File: config.mk
export PLATFORM = sky130hd
export DESIGN_NAME = tcce_front
export DESIGN_NICKNAME = d
export VERILOG_FILES = /design/src/design/assert_macros.svh /design/src/design/tcce_pkg.sv /design/src/design/tcce_front.sv
export SDC_FILE = /design/constraint.sdc
export NUM_CORES = 1
export LEC_CHECK = 0
export BUFFER_PORTS_ARGS = -buffer_cell sky130_fd_sc_hd__buf_2
export CAP_MARGIN = 20
export CELL_PAD_IN_SITES_DETAIL_PLACEMENT = 1
export CELL_PAD_IN_SITES_GLOBAL_PLACEMENT = 2
export CORE_MARGIN = 1.5
export CORE_UTILIZATION = 27
export DETAILED_ROUTE_END_ITERATION = 6
export GPL_ROUTABILITY_DRIVEN = 0
export MAX_ROUTING_LAYER = met4
export PLACE_DENSITY = 0.8
export SETUP_SLACK_MARGIN = 0.05
export SLEW_MARGIN = 10
export SYNTH_ARGS = -nofsm -noshare
export SYNTH_HDL_FRONTEND = slang
export SYNTH_SLANG_ARGS = --single-unit
export TNS_END_PERCENT = 50
File: constraint.sdc
create_clock -name clk -period 2.7 [get_ports clk]
set_input_delay 0.54 -clock clk [delete_from_list [all_inputs] [get_ports clk]]
set_output_delay 0.54 -clock clk [all_outputs]
set_load 0.05 [all_outputs]
File: src/design/assert_macros.svh
// Assertion macros shared by the console engine modules
`ifndef ASSERT_MACROS_SVH
`define ASSERT_MACROS_SVH

// cond must hold at every clock edge out of reset
`define TCCE_ASSERT_ALWAYS(label, clk, rst_n, cond, msg) \
  label: assert property (@(posedge clk) disable iff (!rst_n) (cond)) else $error(msg);

// cons must hold in the same cycle as ante
`define TCCE_ASSERT_IMPLIES(label, clk, rst_n, ante, cons, msg) \
  label: assert property (@(posedge clk) disable iff (!rst_n) (ante) |-> (cons)) \
    else $error(msg);

// cons must hold in the cycle after ante
`define TCCE_ASSERT_NEXT(label, clk, rst_n, ante, cons, msg) \
  label: assert property (@(posedge clk) disable iff (!rst_n) (ante) |=> (cons)) \
    else $error(msg);

`endif

File: src/design/tcce_pkg.sv
// Shared types, constants and codes for the text console engine
package tcce_pkg;

  localparam int COLUMNS_DEF  = 80;
  localparam int ROWS_DEF     = 25;
  localparam int TAB_STOP_DEF = 8;
  localparam int QUEUE_DEPTH  = 2;

  localparam int ROW_PORT_W   = 5;
  localparam int COL_PORT_W   = 7;
  localparam int CHAR_W       = 8;
  localparam int COLOR_W      = 4;
  localparam int CELL_W       = CHAR_W + 2 * COLOR_W;
  localparam int CFG_IDX_W    = 1;

  localparam logic [CHAR_W-1:0] PRINT_LO   = 8'd32;
  localparam logic [CHAR_W-1:0] PRINT_HI   = 8'd127;
  localparam logic [CHAR_W-1:0] CHAR_BS    = 8'd8;
  localparam logic [CHAR_W-1:0] CHAR_TAB   = 8'd9;
  localparam logic [CHAR_W-1:0] CHAR_LF    = 8'd10;
  localparam logic [CHAR_W-1:0] CHAR_FF    = 8'd12;
  localparam logic [CHAR_W-1:0] CHAR_CR    = 8'd13;
  localparam logic [CHAR_W-1:0] BLANK_CHAR = 8'd32;

  localparam logic [COLOR_W-1:0] FORE_RESET = 4'd15;
  localparam logic [COLOR_W-1:0] BACK_RESET = 4'd0;

  localparam logic OP_BYTE = 1'b0;
  localparam logic OP_READ = 1'b1;

  localparam logic [CFG_IDX_W-1:0] CFG_TEXT_COLOR = 1'd0;
  localparam logic [CFG_IDX_W-1:0] CFG_BACK_COLOR = 1'd1;

  typedef enum logic [3:0] {
    CMD_NOP,
    CMD_PRINT,
    CMD_BS,
    CMD_TAB,
    CMD_LF,
    CMD_FF,
    CMD_CR,
    CMD_READ,
    CMD_READ_OOR
  } cmd_kind_t;

  typedef struct packed {
    cmd_kind_t               kind;
    logic [CHAR_W-1:0]       ch;
    logic [ROW_PORT_W-1:0]   row;
    logic [COL_PORT_W-1:0]   col;
  } cmd_t;

  typedef struct packed {
    logic full;
    logic empty;
  } q_stat_t;

  typedef enum logic [2:0] {
    ST_IDLE,
    ST_EXEC,
    ST_FILL,
    ST_RDATA,
    ST_DONE
  } back_state_t;

endpackage

File: src/design/tcce_front.sv
// Front end: accepts requests, classifies them into commands, feeds the queue
module tcce_front #(
  parameter int COLUMNS = tcce_pkg::COLUMNS_DEF,
  parameter int ROWS    = tcce_pkg::ROWS_DEF
) (
  input  logic                             clk,
  input  logic                             rst_n,
  input  logic                             in_valid,
  output logic                             in_stall,
  input  logic                             in_operation,
  input  logic [tcce_pkg::CHAR_W-1:0]      in_char_byte,
  input  logic [tcce_pkg::ROW_PORT_W-1:0]  in_read_row,
  input  logic [tcce_pkg::COL_PORT_W-1:0]  in_read_column,
  input  tcce_pkg::q_stat_t                q_stat,
  output logic                             q_push,
  output tcce_pkg::cmd_t                   q_cmd
);
  import tcce_pkg::*;

  logic      f_valid_r, f_valid_nxt;
  cmd_t      f_cmd_r, f_cmd_nxt;
  cmd_kind_t kind;
  logic      take;

  always_comb begin
    kind = CMD_NOP;
    if (in_operation == OP_READ) begin
      if (32'(in_read_row) < ROWS && 32'(in_read_column) < COLUMNS) begin
        kind = CMD_READ;
      end else begin
        kind = CMD_READ_OOR;
      end
    end else if (in_char_byte inside {[PRINT_LO:PRINT_HI]}) begin
      kind = CMD_PRINT;
    end else begin
      case (in_char_byte)
        CHAR_BS:  kind = CMD_BS;
        CHAR_TAB: kind = CMD_TAB;
        CHAR_LF:  kind = CMD_LF;
        CHAR_FF:  kind = CMD_FF;
        CHAR_CR:  kind = CMD_CR;
        default:  kind = CMD_NOP;
      endcase
    end
  end

  assign in_stall = f_valid_r && q_stat.full;
  assign take     = in_valid && !in_stall;
  assign q_push   = f_valid_r && !q_stat.full;
  assign q_cmd    = f_cmd_r;

  always_comb begin
    f_valid_nxt = f_valid_r;
    f_cmd_nxt   = f_cmd_r;
    if (take) begin
      f_valid_nxt   = 1'b1;
      f_cmd_nxt.kind = kind;
      f_cmd_nxt.ch   = in_char_byte;
      f_cmd_nxt.row  = in_read_row;
      f_cmd_nxt.col  = in_read_column;
    end else if (q_push) begin
      f_valid_nxt = 1'b0;
    end
  end

  always_ff @(posedge clk) begin
    if (!rst_n) begin
      f_valid_r <= 1'b0;
    end else begin
      f_valid_r <= f_valid_nxt;
    end
    f_cmd_r <= f_cmd_nxt;
  end

endmodule

==> results.json <==
{
  "ant_nets": 0,
  "dieArea_um2": 3672,
  "r2r_start": "f_valid_r",
  "synth_top_area_share_pct": 80.45,
  "dr_total_vias": 604,
  "max_freq_mhz": 607.9,
  "clk_latency_ps": 310,
  "period_minus_slack_ps": 1645,
  "hold_path_class": "input pin to flop",
  "grt_max_degree": 17,
  "clock_path_buffers": 2,
  "antenna_found_initial": 0,
  "postCtsSetupRepairBufs": 0,
  "core_area_um2": 3103,
  "start_util_pct": 28.87,
  "worst_pin_slew_ps": 424.6,
  "yosys_warnings": 0,
  "synth.avg_cell_area_um2": 19.48,
  "rsz0062_at_grt": "false",
  "cts_resized": 0,
  "drive_gt1_share_pct": 58.42,
  "power_uw": 769.6,
  "max-cap-violations": 0,
  "endpoint_kind": "output port",
  "synth_area_leaders": "edfxtp_1 80%, dfxtp_1 2.2%, o311ai_2 1.8%",
  "grtUsageTotal_pct": 10.56,
  "synth_cell_types": 18,
  "grt-ovfl-total": 0,
  "final_core_utilization_pct": 39.92,
  "leakagePower_uw": 0.0005258,
  "setup_viol": 0,
  "dp_slack_ps": 821.5,
  "hp-start": "in_read_column[1]",
  "die_h_um": 60.60,
  "ios": 52,
  "ir_drop_mv": 0.1350,
  "cts-root-buf": "clkbuf_4",
  "clk_pin_slew_ps": 130,
  "setup.worst_path.start_class": "flop",
  "drtPass1Iterations": 2,
  "slew_violations": 0,
  "drc": 0,
  "antennaDiodeCount": 0,
  "drt_iter0_markers": 7,
  "arrival_ps": 1110,
  "yosysSeqAreaShare_pct": 82.68,
  "synth_area_um2": 895.9,
  "critPathRequiredTime_ps": 2160,
  "syn_inst": 46,
  "area_growth_pct": 38.27,
  "ys_ff_latch": 25,
  "grt_pass1_wl_um": 2684,
  "relSlewSlack_pct": 71.56,
  "skew_ps": 9.246,
  "wire_per_inst_um": 12.37,
  "worst_slack_ps": 1055,
  "worstPathMaxFanout": 3,
  "nets": 128,
  "std_cell_rows": 20,
  "cts_max_level": 1,
  "period_share_pct": 60.93,
  "p_per_area_nw_per_um2": 621.3,
  "critPathKind": "flop to output port",
  "wl_um": 1793,
  "setup.worst_path.start": "f_valid_r",
  "grt_pass1_vias": 645,
  "timing.hold.ws_ps": 396.8,
  "synth_largest_area_cell": "edfxtp_1",
  "port_buffers": 50,
  "cts_hold_buf": 0,
  "cts_tree": "yes",
  "setup_tns_ps": 0,
  "cts_sinks": 25,
  "finalHoldViolations": 0,
  "outcome": "completed",
  "die_w_um": 60.60,
  "cts_buffers": 3,
  "routed_via_density": 4.166,
  "syn_nets": 72
}
cells by family (layout without fill, tap and decap cells):
kind of cell,after synthesis,in the layout,synth area share [%]
multiplexers,1,1,1.117
AND/OR/NAND/NOR,12,12,8.099
flip-flops,25,25,82.68
AO/OA/AOI/OAI,7,7,7.124
XOR/XNOR,1,1,0.9778
buffers and inverters,0,55,0
path summary, 6_finish.rpt:
kind,to,slack [ps],depth (start not counted)
setup / recovery,in_stall,1050,2
hold / removal,q_cmd[1],400,1
setup reg to reg,q_cmd[17],1220,3
hold reg to reg,f_valid_r,650,2
layout by cell type (no fill, tap or decap), types with 2 or more instances in the layout:
master,netlist,final
buf_2,0,50
edfxtp_1,24,24
nor2_1,3,3
clkbuf_4,0,3
and2_1,2,2
o21ai_0,2,2
cell type report:
cell class	instances	area, µm²
fillers	367	1864
flip-flops and latches	25	740.7
repair buffers	51	257.7
multi-input cells	21	157.7
well taps	44	55.05
clock buffers	3	22.52
clock inverters	1	5.005
worst max-delay path: stages, from the launching register on:
cell     delay, ps
dfxtp_1        350
and2_1         170
buf_2          280
cells in the mapped netlist:
library cell  count
nor2_1            3
o21bai_1          1
a2bb2oi_2         1
o31ai_1           1
and2b_2           1
o311ai_2          1
nand3_1           1
and4b_1           1
and2_1            2
xor2_1            1
o21ai_0           2
nand2_1           1
mux2i_1           1
edfxtp_1         24
o21a_1            1
dfxtp_1           1
nor2b_1           2
nand4b_1          1
state kept, by name (all words and copies together), names as in the netlist:
signal / cells
f_valid_r: 1
q_cmd: 24
metrics by stage:
step	cells	instance area, µm²
floorplan	46	895.9
global placement	141	1211
detailed placement	141	1211
CTS	145	1239
global route	145	1239
finish	145	1239
metal layers:
metal | part of all wire [%] | global-route usage, %
met1 | 39 | 9.647
met2 | 50 | 19.05
met3 | 9.2 | 2.559
met4 | 1.5 | 7.143
met5 | 0 | -
power by group:
part           internal (µW)  switching (µW)
clock                   55.2             102
sequential               453            5.03
combinational           38.2             116
total                    546             224
Note: power is estimated with default switching activity, not from simulation.
