## config.mk

```make
export PLATFORM = sky130hd
export DESIGN_NAME = tcce_fifo
export DESIGN_NICKNAME = d
export VERILOG_FILES = /design/src/design/tcce_pkg.sv /design/src/design/tcce_fifo.sv
export VERILOG_INCLUDE_DIRS = /design/src /design/src/design
export SDC_FILE = /design/constraint.sdc
export NUM_CORES = 1
export LEC_CHECK = 0
export ABC_AREA = 1
export ABC_CLOCK_PERIOD_IN_PS = 2470
export BUFFER_PORTS_ARGS = -buffer_cell sky130_fd_sc_hd__buf_2
export CORE_MARGIN = 5
export CORE_UTILIZATION = 51
export DETAILED_ROUTE_END_ITERATION = 6
export PLACE_DENSITY_LB_ADDON = 0.2
export SLEW_MARGIN = 10
export SYNTH_ARGS = -nofsm -noshare
export SYNTH_HDL_FRONTEND = slang
export SYNTH_SLANG_ARGS = --single-unit
export TNS_END_PERCENT = 1
```

## constraint.sdc

```tcl
create_clock -name clk -period 2.47 [get_ports clk]
set_input_delay 0.3705 -clock clk [delete_from_list [all_inputs] [get_ports clk]]
set_output_delay 0.3705 -clock clk [all_outputs]
set_load 0.01 [all_outputs]
```

## src/design/assert_macros.svh

```systemverilog
// Assertion macros shared by the console engine modules
`ifndef ASSERT_MACROS_SVH
`define ASSERT_MACROS_SVH

// cond must hold at every clock edge out of reset
`define TCCE_ASSERT_ALWAYS(label, clk, rst_n, cond, msg) \
  label: assert property (@(posedge clk) disable iff (!rst_n) (cond)) else $error(msg);

// cons must hold in the same cycle as ante
`define TCCE_ASSERT_IMPLIES(label, clk, rst_n, ante, cons, msg) \
  label: assert property (@(posedge clk) disable iff (!rst_n) (ante) |-> (cons)) \
    else $error(msg);

// cons must hold in the cycle after ante
`define TCCE_ASSERT_NEXT(label, clk, rst_n, ante, cons, msg) \
  label: assert property (@(posedge clk) disable iff (!rst_n) (ante) |=> (cons)) \
    else $error(msg);

`endif

```

## src/design/tcce_pkg.sv

```systemverilog
// Shared types, constants and codes for the text console engine
package tcce_pkg;

  localparam int COLUMNS_DEF  = 80;
  localparam int ROWS_DEF     = 25;
  localparam int TAB_STOP_DEF = 8;
  localparam int QUEUE_DEPTH  = 2;

  localparam int ROW_PORT_W   = 5;
  localparam int COL_PORT_W   = 7;
  localparam int CHAR_W       = 8;
  localparam int COLOR_W      = 4;
  localparam int CELL_W       = CHAR_W + 2 * COLOR_W;
  localparam int CFG_IDX_W    = 1;

  localparam logic [CHAR_W-1:0] PRINT_LO   = 8'd32;
  localparam logic [CHAR_W-1:0] PRINT_HI   = 8'd127;
  localparam logic [CHAR_W-1:0] CHAR_BS    = 8'd8;
  localparam logic [CHAR_W-1:0] CHAR_TAB   = 8'd9;
  localparam logic [CHAR_W-1:0] CHAR_LF    = 8'd10;
  localparam logic [CHAR_W-1:0] CHAR_FF    = 8'd12;
  localparam logic [CHAR_W-1:0] CHAR_CR    = 8'd13;
  localparam logic [CHAR_W-1:0] BLANK_CHAR = 8'd32;

  localparam logic [COLOR_W-1:0] FORE_RESET = 4'd15;
  localparam logic [COLOR_W-1:0] BACK_RESET = 4'd0;

  localparam logic OP_BYTE = 1'b0;
  localparam logic OP_READ = 1'b1;

  localparam logic [CFG_IDX_W-1:0] CFG_TEXT_COLOR = 1'd0;
  localparam logic [CFG_IDX_W-1:0] CFG_BACK_COLOR = 1'd1;

  typedef enum logic [3:0] {
    CMD_NOP,
    CMD_PRINT,
    CMD_BS,
    CMD_TAB,
    CMD_LF,
    CMD_FF,
    CMD_CR,
    CMD_READ,
    CMD_READ_OOR
  } cmd_kind_t;

  typedef struct packed {
    cmd_kind_t               kind;
    logic [CHAR_W-1:0]       ch;
    logic [ROW_PORT_W-1:0]   row;
    logic [COL_PORT_W-1:0]   col;
  } cmd_t;

  typedef struct packed {
    logic full;
    logic empty;
  } q_stat_t;

  typedef enum logic [2:0] {
    ST_IDLE,
    ST_EXEC,
    ST_FILL,
    ST_RDATA,
    ST_DONE
  } back_state_t;

endpackage

```

## src/design/tcce_fifo.sv

```systemverilog
// Command queue between front end and back end
module tcce_fifo #(
  parameter int DEPTH = tcce_pkg::QUEUE_DEPTH
) (
  input  logic              clk,
  input  logic              rst_n,
  input  logic              push,
  input  tcce_pkg::cmd_t    push_cmd,
  input  logic              pop,
  output tcce_pkg::cmd_t    head_cmd,
  output tcce_pkg::q_stat_t stat
);
  import tcce_pkg::*;
  `include "assert_macros.svh"

  localparam int PW = (DEPTH > 1) ? $clog2(DEPTH) : 1;
  localparam int NW = $clog2(DEPTH + 1);
  localparam logic [PW-1:0] PTR_LAST = PW'(DEPTH - 1);
  localparam logic [NW-1:0] CNT_FULL = NW'(DEPTH);

  cmd_t          mem_r [DEPTH];
  logic [PW-1:0] wr_ptr_r, wr_ptr_nxt;
  logic [PW-1:0] rd_ptr_r, rd_ptr_nxt;
  logic [NW-1:0] count_r, count_nxt;

  assign stat.full  = (count_r == CNT_FULL);
  assign stat.empty = (count_r == '0);
  assign head_cmd   = mem_r[rd_ptr_r];

  always_comb begin
    wr_ptr_nxt = wr_ptr_r;
    rd_ptr_nxt = rd_ptr_r;
    count_nxt  = count_r;
    if (push) begin
      wr_ptr_nxt = (wr_ptr_r == PTR_LAST) ? '0 : wr_ptr_r + 1'b1;
    end
    if (pop) begin
      rd_ptr_nxt = (rd_ptr_r == PTR_LAST) ? '0 : rd_ptr_r + 1'b1;
    end
    if (push && !pop) begin
      count_nxt = count_r + 1'b1;
    end else if (pop && !push) begin
      count_nxt = count_r - 1'b1;
    end
  end

  always_ff @(posedge clk) begin
    if (!rst_n) begin
      wr_ptr_r <= '0;
      rd_ptr_r <= '0;
      count_r  <= '0;
    end else begin
      wr_ptr_r <= wr_ptr_nxt;
      rd_ptr_r <= rd_ptr_nxt;
      count_r  <= count_nxt;
    end
    if (push) begin
      mem_r[wr_ptr_r] <= push_cmd;
    end
  end

  `TCCE_ASSERT_IMPLIES(a_no_overflow, clk, rst_n, push, !stat.full, "push into full queue")
  `TCCE_ASSERT_IMPLIES(a_no_underflow, clk, rst_n, pop, !stat.empty, "pop from empty queue")
  `TCCE_ASSERT_ALWAYS(a_count_bound, clk, rst_n, count_r <= CNT_FULL, "queue count overrun")

endmodule

```

==> run_results.csv <==
group,metric,value,unit
status,outcome,"completed",
clocking,ctsHoldBuffers,0,
sta,drv_slew,0,
clocking,clock-sinks,53,
sta,fin_crit,1760,ps
floorplan,num_rows,23,
sta,fmax,0.568,GHz
power_and_ir_drop,swShare,22.3,%
logic_synthesis,synth_seq_cells,53,
sta,rsz0062_at_grt,"no",
worst_hold_path,hold_class,"primary input to flop",
placement,dp_cells,214,
sta,setup-tns-final,0,ps
floorplan,initial_utilization,52.0,%
power_and_ir_drop,peakVddDrop,425,uV
power_and_ir_drop,comb_power_share,12.5,%
layout,seq_area,1540,sq um
power_and_ir_drop,intPower,1.34,mW
worst_setup_path,slowest_delay,380,ps
sta,relSlewSlack,70.1,%
routing,detail_route.wl_per_cell,14.6,um
worst_setup_path,worstPathRequired,2100,ps
layout,n_antenna_cell,0,
logic_synthesis,yosys.area.top_type_share,69.8,%
logic_synthesis,yosysWarnings,0,
power_and_ir_drop,p_per_area,698,nW/um^2
grt,track_usage,13.1,%
clocking,path_clk_slew,90,ps
logic_synthesis,netlist_area,2070,sq um
sta,hold_viol,0,
floorplan,die-area,5420,sq um
layout,drive_above_1_share,52.3,%
power_and_ir_drop,power.leakage,1.02,nW
placement,io_buffers,53,
worst_setup_path,cp_slowest_cell,"mux2_2",
routing,drc_errors,0,
worst_setup_path,setup.worst_path.start_class,"flop",
worst_setup_path,worst_ep_arrival_time,1390,ps
sta,worstMarginPinSlew,448,ps
power_and_ir_drop,switchingPower,0.383,mW
sta,period_share,71.3,%
grt,grt.overflow.total,0,
layout,fillers,314,
routing,first_pass_iters,4,
logic_synthesis,syn_nets,139,
clocking,cts_buffer_depth,2,
sta,setup_viol,0,
worst_setup_path,cp_max_fo,12,
power_and_ir_drop,p_clk_share,26.6,%
layout,area_growth,19.1,%
placement,dpl.hpwl,2450,um
routing,via_per_inst,4.76,
clocking,root_buffer,"clkbuf_8",
logic_synthesis,postSynthCellCount,110,
clocking,cts_resized,0,
logic_synthesis,syn_area_per_cell,18.8,sq um
routing,drt_iter0_drc,38,
logic_synthesis,ys_types,14,
worst_setup_path,crit_path_end_kind,"output port",
grt,grt_max_degree,17,
logic_synthesis,synth_area_leaders,"edfxtp_1 70%, mux2_4 15%, dfxtp_1 4.8%, mux2_2 2.2%, buf_12 1.9%",
clocking,worstSkewPairLatency,300,ps
routing,detail-route-antenna-nets,0,
floorplan,die_h,73.6,um
routing,drt_wl_total,3230,um
placement,routabilityCongestion,0.730,
floorplan,io_pins,54,
clocking,cts_buffers,5,
sta,finalClockSkew,4.08,ps
clocking,htreeDepth,2,
clocking,cts_tree,"done",
layout,layout_commonest_cell,"buf_2",
clocking,postCtsSetupBuffers,0,
layout,multi_input_area,445,sq um
grt,grt_antenna_before_repair,0,
logic_synthesis,netlist.top_cell.by_area,"edfxtp_1",
floorplan,die_w,73.6,um
power_and_ir_drop,seqPwrFrac,60.9,%
grt,grt_pass1_vias,1168,
job,max_cap_viol_count,0,
worst_setup_path,crit_type,"flop to output port",
layout,nets,200,
layout,layout_common_cells,"53 x buf_2, 48 x edfxtp_1, 20 x mux2_4",
grt,grt_pass1_wl,5210,um
floorplan,core,3970,sq um
routing,route.vias.total,1057,
worst_setup_path,path_cells,"buf_4 -> mux2_2 -> buf_2",
layout,instances_no_fill,222,
logic_synthesis,ys_seq_area_share,74.6,%
[path summary, 6_finish.rpt]
path	slack, ps	from	depth (start not counted)	to
worst max-delay path	710	flop	3	head_cmd[3]
worst min-delay path	260	push_cmd[22]	1	mem_r[1][22]
worst max register to register	1090	wr_ptr_r	2	mem_r[0][4]
worst min register to register	510	rd_ptr_r	2	flop
[cells in the mapped netlist]
library cell  number
a21oi_1            1
buf_12             2
buf_6              1
dfxtp_1            5
edfxtp_1          48
ha_1               1
inv_1              8
mux2_2             4
mux2_4            20
nand2_1            8
nand3_1            1
nand4_1            1
nor2_1             9
o21ai_0            1
[cell type report]
cell class / count / area share, %
clock buffer: 5 / 2.80
inverter: 8 / 1.22
sequential: 53 / 62.6
clock inverter: 3 / 0.712
multi-input combinational: 46 / 18.1
tap: 50 / 2.54
timing repair buffer: 57 / 12.0
[logic make-up (layout without fill, tap and decap cells)]
logic type               count (synthesis)  count (layout)  synth area share [%]
flip-flops                              53              53                  74.6
multiplexers                            24              24                  16.7
adder cells (fa/ha/maj)                  1               1                 0.606
AND/OR/NAND/NOR                         19              19                  3.63
buffers and inverters                   11              73                  3.94
AO/OA/AOI/OAI                            2               2                 0.484
[flip-flops by register name (all words and copies together), names as in the netlist, named ones only]
name	flops
count_r	2
wr_ptr_r	1
mem_r	48
rd_ptr_r	1
[power by group through the flow]
stage	sequential [mW]	combinational, mW	clock (mW)
after floorplan	1.06	0.142	0
after global placement	1.07	0.211	0
after detailed placement	1.07	0.218	0
after CTS	1.05	0.218	0.469
after global routing	1.05	0.234	0.511
final	1.05	0.214	0.457
[routing by layer]
metal / GRT usage (%) / vias up / part of all wire [%]
li1: - / 520 / -
met1: 14.5 / 504 / 40
met2: 22.6 / 33 / 53
met3: 3.97 / 0 / 7.5
met4: 6.64 / 0 / 0
met5: 0 / - / 0
[worst max-delay path, delay by kind of cell, from the launching register on]
kind / cells / cell delay (ps)
buffers and inverters: 2 / 380
muxes: 1 / 380
DFF: 1 / 340
[metrics by stage]
step	hold slack [ps]	instance area (sq um)	util, %	worst slack, ps	power (mW)
5_1_grt	231	2460	62.0	634	1.80
4_1_cts	242	2460	62.0	687	1.74
3_3_place_gp	477	2370	59.8	929	1.28
3_5_place_dp	497	2370	59.8	898	1.29
6_report	257	2460	62.0	708	1.72
2_1_floorplan	463	2070	-	639	1.21
Power figures use the tool's default switching activity.
